<file path="config.mk">
export PLATFORM = sky130hd
export DESIGN_NAME = three_stacks_one_memory_core
export DESIGN_NICKNAME = d
export VERILOG_FILES = /design/src/design/tsom_pkg.sv /design/src/design/tsom_cell.sv /design/src/design/tsom_stack.sv /design/src/design/three_stacks_one_memory_core.sv
export SDC_FILE = /design/constraint.sdc
export NUM_CORES = 2
export LEC_CHECK = 0
export BUFFER_PORTS_ARGS = -buffer_cell sky130_fd_sc_hd__clkbuf_2
export CORE_MARGIN = 1.5
export CORE_UTILIZATION = 40
export DETAILED_ROUTE_END_ITERATION = 8
export HOLD_SLACK_MARGIN = 0.05
export PLACE_DENSITY = 0.56
export SLEW_MARGIN = 20
export SYNTH_ARGS = -nofsm -noshare
export SYNTH_HDL_FRONTEND = slang
export SYNTH_SLANG_ARGS = --single-unit
</file>
<file path="constraint.sdc">
create_clock -name clock -period 26.5 [get_ports clock]
set_input_delay 2.65 -clock clock [delete_from_list [all_inputs] [get_ports clock]]
set_output_delay 2.65 -clock clock [all_outputs]
set_load 0.01 [all_outputs]
</file>
<file path="src/design/tsom_pkg.sv">
// ----------------------------------------------------------------------------
// tsom_pkg
// Shared types and constants for the three-stack core: field widths,
// opcode and status codes, and the control structs between the core and
// its stacks.
// ----------------------------------------------------------------------------
package tsom_pkg;

   localparam int NUM_STACKS_DEF      = 3;
   localparam int PER_STACK_DEPTH_DEF = 16;
   localparam int DATA_WIDTH_DEF      = 32;

   localparam int SEL_WIDTH   = 2;
   localparam int VALUE_WIDTH = 32;

   localparam logic OP_PUSH = 1'b0;
   localparam logic OP_POP  = 1'b1;

   typedef enum logic [1:0] {
      ST_OK        = 2'd0,
      ST_FULL      = 2'd1,
      ST_EMPTY     = 2'd2,
      ST_BAD_STACK = 2'd3
   } status_type;

   typedef struct packed {
      logic push;
      logic pop;
   } shift_cmd_type;

   typedef struct packed {
      logic full;
      logic empty;
   } stack_flags_type;

endpackage

</file>
<file path="src/design/tsom_cell.sv">
// ----------------------------------------------------------------------------
// tsom_cell
// One entry of a shift-register stack. On a push it takes the entry above
// it, on a pop the entry below it, otherwise it holds.
// ----------------------------------------------------------------------------
module tsom_cell #(
   parameter int DATA_WIDTH = tsom_pkg::DATA_WIDTH_DEF
) (
   input  logic                    clock,
   input  tsom_pkg::shift_cmd_type cmd,
   input  logic [DATA_WIDTH-1:0]   from_above,
   input  logic [DATA_WIDTH-1:0]   from_below,
   output logic [DATA_WIDTH-1:0]   value
);
   import tsom_pkg::*;

   logic [DATA_WIDTH-1:0] value_ff;
   logic [DATA_WIDTH-1:0] value_in;

   always_comb begin
      value_in = value_ff;
      if (cmd.push) begin
         value_in = from_above;
      end else if (cmd.pop) begin
         value_in = from_below;
      end
   end

   always_ff @(posedge clock) begin
      value_ff <= value_in;
   end

   assign value = value_ff;

endmodule

</file>
<file path="src/design/tsom_stack.sv">
// ----------------------------------------------------------------------------
// tsom_stack
// One LIFO stack built as a chain of cells. The top of stack is always the
// first cell; a fill count gives the full and empty flags.
// ----------------------------------------------------------------------------
module tsom_stack #(
   parameter int DEPTH      = tsom_pkg::PER_STACK_DEPTH_DEF,
   parameter int DATA_WIDTH = tsom_pkg::DATA_WIDTH_DEF
) (
   input  logic                      clock,
   input  logic                      reset,
   input  tsom_pkg::shift_cmd_type   cmd,
   input  logic [DATA_WIDTH-1:0]     push_data,
   output logic [DATA_WIDTH-1:0]     top_data,
   output tsom_pkg::stack_flags_type flags
);
   import tsom_pkg::*;

   localparam int CountW = $clog2(DEPTH + 1);

   logic [CountW-1:0]     count_ff;
   logic [CountW-1:0]     count_in;
   logic [DATA_WIDTH-1:0] link [0:DEPTH];

   assign link[0] = push_data;

   for (genvar i = 0; i < DEPTH; i++) begin : g_cell
      logic [DATA_WIDTH-1:0] below;
      if (i == DEPTH - 1) begin : g_last
         assign below = link[i+1];
      end else begin : g_mid
         assign below = link[i+2];
      end
      tsom_cell #(
         .DATA_WIDTH(DATA_WIDTH)
      ) u_cell (
         .clock     (clock),
         .cmd       (cmd),
         .from_above(link[i]),
         .from_below(below),
         .value     (link[i+1])
      );
   end

   always_comb begin
      count_in = count_ff;
      if (cmd.push) begin
         count_in = count_ff + CountW'(1);
      end else if (cmd.pop) begin
         count_in = count_ff - CountW'(1);
      end
   end

   always_ff @(posedge clock) begin
      if (reset) begin
         count_ff <= '0;
      end else begin
         count_ff <= count_in;
      end
   end

   assign top_data    = link[1];
   assign flags.full  = (count_ff == CountW'(DEPTH));
   assign flags.empty = (count_ff == '0);

endmodule

</file>
<file path="src/design/three_stacks_one_memory_core.sv">
// ----------------------------------------------------------------------------
// three_stacks_one_memory_core
// Several LIFO stacks of equal fixed depth, each a chain of shift cells.
// ----------------------------------------------------------------------------
// Each transaction (push or pop to one stack) is taken when start is high and
// busy is low, and gives exactly one result on rsp_pop_value / rsp_status,
// marked by rsp_valid for one cycle, in the cycle after it was taken. A new
// transaction can be taken every cycle while busy is low: the whole stack
// moves by one cell in one update of the cell chain. busy is high only
// during reset and the cycle after it. There is no way to hold results
// off; the receiver must take rsp_valid when it appears.
// ----------------------------------------------------------------------------
module three_stacks_one_memory_core #(
   parameter int NUM_STACKS      = tsom_pkg::NUM_STACKS_DEF,
   parameter int PER_STACK_DEPTH = tsom_pkg::PER_STACK_DEPTH_DEF,
   parameter int DATA_WIDTH      = tsom_pkg::DATA_WIDTH_DEF
) (
   input  logic                                     clock,
   input  logic                                     reset,
   input  logic                                     start,
   output logic                                     busy,
   input  logic                                     req_opcode,
   input  logic [tsom_pkg::SEL_WIDTH-1:0]           req_stack_select,
   input  logic signed [tsom_pkg::VALUE_WIDTH-1:0]  req_push_value,
   output logic                                     rsp_valid,
   output logic signed [tsom_pkg::VALUE_WIDTH-1:0]  rsp_pop_value,
   output logic [1:0]                               rsp_status
);
   import tsom_pkg::*;

   logic                          busy_ff;
   logic                          rsp_valid_ff;
   logic signed [VALUE_WIDTH-1:0] rsp_pop_value_ff;
   logic signed [VALUE_WIDTH-1:0] rsp_pop_value_in;
   status_type                    rsp_status_ff;
   status_type                    rsp_status_in;

   logic                          accept;
   logic                          sel_ok;
   logic [DATA_WIDTH-1:0]         push_data;
   logic signed [DATA_WIDTH-1:0]  sel_top;
   stack_flags_type               sel_flags;

   shift_cmd_type                 cmd   [NUM_STACKS];
   stack_flags_type               flags [NUM_STACKS];
   logic [DATA_WIDTH-1:0]         top   [NUM_STACKS];

   assign accept    = start && !busy_ff;
   assign sel_ok    = (req_stack_select < SEL_WIDTH'(NUM_STACKS));
   assign push_data = DATA_WIDTH'(req_push_value);

   for (genvar s = 0; s < NUM_STACKS; s++) begin : g_stack
      logic hit;
      assign hit          = accept && (req_stack_select == SEL_WIDTH'(s));
      assign cmd[s].push  = hit && (req_opcode == OP_PUSH) && !flags[s].full;
      assign cmd[s].pop   = hit && (req_opcode == OP_POP) && !flags[s].empty;

      tsom_stack #(
         .DEPTH     (PER_STACK_DEPTH),
         .DATA_WIDTH(DATA_WIDTH)
      ) u_stack (
         .clock    (clock),
         .reset    (reset),
         .cmd      (cmd[s]),
         .push_data(push_data),
         .top_data (top[s]),
         .flags    (flags[s])
      );
   end

   always_comb begin
      sel_top   = '0;
      sel_flags = '0;
      for (int s = 0; s < NUM_STACKS; s++) begin
         if (req_stack_select == SEL_WIDTH'(s)) begin
            sel_top   = top[s];
            sel_flags = flags[s];
         end
      end
   end

   always_comb begin
      rsp_pop_value_in = '0;
      rsp_status_in    = ST_OK;
      if (!sel_ok) begin
         rsp_status_in = ST_BAD_STACK;
      end else if (req_opcode == OP_PUSH) begin
         if (sel_flags.full) begin
            rsp_status_in = ST_FULL;
         end
      end else begin
         if (sel_flags.empty) begin
            rsp_status_in = ST_EMPTY;
         end else begin
            rsp_pop_value_in = VALUE_WIDTH'(sel_top);
         end
      end
   end

   always_ff @(posedge clock) begin
      if (reset) begin
         busy_ff      <= 1'b1;
         rsp_valid_ff <= 1'b0;
      end else begin
         busy_ff      <= 1'b0;
         rsp_valid_ff <= accept;
      end
      if (accept) begin
         rsp_pop_value_ff <= rsp_pop_value_in;
         rsp_status_ff    <= rsp_status_in;
      end
   end

   assign busy          = busy_ff;
   assign rsp_valid     = rsp_valid_ff;
   assign rsp_pop_value = rsp_pop_value_ff;
   assign rsp_status    = rsp_status_ff;

endmodule

</file>
==> results_dict.tcl <==
set metrics [dict create \
    total_power_mw 5.12 \
    synthesis.nets 3512 \
    fp.dieH_microns 411 \
    path_clk_slew_ns 0.06 \
    syn_area_sq_um 66500 \
    vdd_ir_drop_max_uv 64.9 \
    rsz0062_at_grt "false" \
    powerDensity_nw_per_um2 69.2 \
    met1_length_microns 53700 \
    hold_class "register to register" \
    synth.avg_cell_area_sq_um 19.2 \
    path_class "input port to register" \
    critPathLaunchType "input port" \
    synth_mux_area_share_pct 25.0 \
    slew_headroom_pct 13.0 \
    setup_violations 0 \
    clock_path_buffers 3 \
    die_x_microns 411 \
    async_flop_share_pct 0 \
    hold_viol_final 0 \
    cp_data_required_time_ns 26.88 \
    hold_buffers 0 \
    crit_slowest_cell "buf_4" \
    period_needed_ns 7.11 \
    synthTopCellsByCount "edfxtp_1 (1570), mux2_2 (1415), buf_4 (84), nor2_1 (80), buf_2 (79)" \
    end_kind "register" \
    postLayoutCoreUtil_pct 44.9 \
    cts_setup_buffers 0 \
    clkSinkCount 1587 \
    cts_tree "built" \
    synth_seq_area_share_pct 71.4 \
    worst_pin_slew_ns 1.31 \
    slowest_delay_ns 0.91 \
    drc 4 \
    violations "DRC" \
    grt_first_pass_wirelength_microns 174000 \
    dpl_cell_area_sq_um 68900 \
    crit_buf_inv 7 \
    maxCapViolCount 0 \
    slew_violations 0 \
    setup_tns_ns 0 \
    wire_per_inst_microns 18.6 \
    grt_overflow 0 \
    numCtsBuffers 164 \
    path_cells "clkbuf_2 -> buf_4 -> buf_4 -> nand4bb_1 -> a21oi_4 -> buf_4 -> buf_4 -> buf_4 -> buf_4" \
    place_congestion 0.696 \
    synthFlopType "edfxtp_1" \
    timing.final.crit_share_pct 26.8 \
    initial_core_util_pct 40.3 \
    synthToLayoutAreaGrowth_pct 11.3 \
    dp.cells 5584 \
    wl_microns 109000 \
    ys_ff_latch 1587 \
    critPathTopFamily "buffers and inverters" \
    core_sq_um 165000 \
    rows 149 \
    fill_cells 14382 \
    via_per_inst 5.02 \
    synth_warnings 0 \
    highest_layer "met5" \
    vias 29495 \
    synth.distinct_cells 52 \
    synth_simple_gate_area_share_pct 0.830 \
    grt_usage_pct 12.9 \
    synth_top_family_by_area "multiplexers" \
    drive_gt1_share_pct 47.8 \
    dr_wl_met3_microns 4840 \
    drtPass1Iterations 7 \
    p_leak_nw 24.2 \
    hold-worst-slack_ns 0.443 \
    syn-instance-count 3462 \
    synth_top_cell_area_share_pct 70.9 \
    synth_xor_area_share_pct 0.158 \
    finalInstanceArea_sq_um 74100 \
    setup_ws_ns 19.39 \
    pin_count 74 \
    nets 3611 \
    root_buffer "clkbuf_16" \
    dr_wl_met2_microns 48300 \
    synth-compound-area-share_pct 0.630 \
    grt_max_degree 188 \
    worstSkewPairLatency_ns 0.77 \
    die-area_sq_um 169000 \
    first_iter_violations 2213 \
    yosysMostFrequentCell "edfxtp_1" \
    critical_path_arrival_ns 7.49 \
    dpl.hpwl_microns 62200 \
    crit_fanout 80 \
    worst_path_most_repeated_cell "buf_4" \
    port_buffers 73 \
    outcome "finished with violations" \
    netlist_top_cells_area "edfxtp_1 (71%), mux2_2 (24%), buf_4 (0.95%)" \
    cts.htree.levels 4 \
    timing.fmax_mhz 141 \
    ant_nets 0 \
    synth_edf_count 1570 \
    finClkSkew_ns 0.0352 \
    cts_resized 0 \
    place_ws_ns 18.53 \
    final_cell_count_no_fill 5880 \
    grt_pass1_vias 30449 \
    r2r_slack_ns 21.57 \
    synth_largest_area_cell "edfxtp_1" \
    synth_fa_ha_area_share_pct 0.260 \
    antenna_found_initial 11 \
]
-- layout by cell type (no fill, tap or decap), types with 5 or more instances in the layout --
cell / count
xor2_1: 7
nand2_1: 6
clkinv_2: 33
clkbuf_1: 36
mux2i_1: 40
nor2_1: 80
nand3_1: 5
edfxtp_1: 1570
inv_1: 8
ha_1: 9
buf_4: 35
bufinv_16: 9
dfxtp_1: 17
a21oi_1: 39
mux2_1: 25
clkbuf_2: 72
mux2_2: 1415
clkinv_1: 39
xnor2_1: 5
clkbuf_16: 174
-- area by class of cell --
cell class	instances	area [sq um]	share of cell area, %
repair buffers	112	731	0.987
well taps	2189	2740	3.70
clock inverters	84	614	0.830
clock buffers	210	4490	6.06
flip-flops and latches	1587	47500	64.1
inverters	13	66.3	0.0896
multi-input cells	1683	17900	24.2
diodes	2	5.00	0.00676
-- path summary, 6_finish.rpt --
check / start / end / cells after the start
setup / recovery: req_stack_select[1] / g_stack[2].u_stack.g_cell[12].u_cell.value[16] / 9
hold / removal: g_stack[2].u_stack.g_cell[14].u_cell.value[4] / g_stack[2].u_stack.g_cell[15].u_cell.value[4] / 0
setup reg to reg: g_stack[2].u_stack.count_ff[0] / g_stack[2].u_stack.g_cell[14].u_cell.value[16] / 7
hold reg to reg: g_stack[2].u_stack.g_cell[14].u_cell.value[4] / g_stack[2].u_stack.g_cell[15].u_cell.value[4] / 0
-- state kept, by name, summed over array words and instances, names as in the netlist --
register	cells
rsp_valid	1
g_stack.u_stack.count_ff	15
busy	1
rsp_pop_value	32
g_stack.u_stack.g_cell.u_cell.value	1536
rsp_status	2
-- layer usage --
layer / global-route usage [%] / vias up
met2: 18.9 / 368
met1: 18.9 / 15020
met4: 4.05 / 10
met3: 3.15 / 184
met5: 0 / -
li1: - / 13913
-- power by group --
| part | internal (mW) | switching [mW] | leakage, nW |
|---|---|---|---|
| sequential | 2.77 | 0.0153 | 14.4 |
| clock | 1.28 | 0.932 | 2.52 |
| combinational | 0.0539 | 0.0695 | 7.32 |
| total | 4.10 | 1.02 | 24.2 |
-- cells by family (layout without fill, tap and decap cells) --
kind of cell	count (synthesis)	after routing
flip-flops	1587	1587
multiplexers	1480	1480
buffers and inverters	192	419
AND/OR/NAND/NOR	114	114
AO/OA/AOI/OAI	65	65
adder cells (fa/ha/maj)	12	12
XOR/XNOR	12	12
other	0	2
Note: power is estimated with default switching activity, not from simulation.
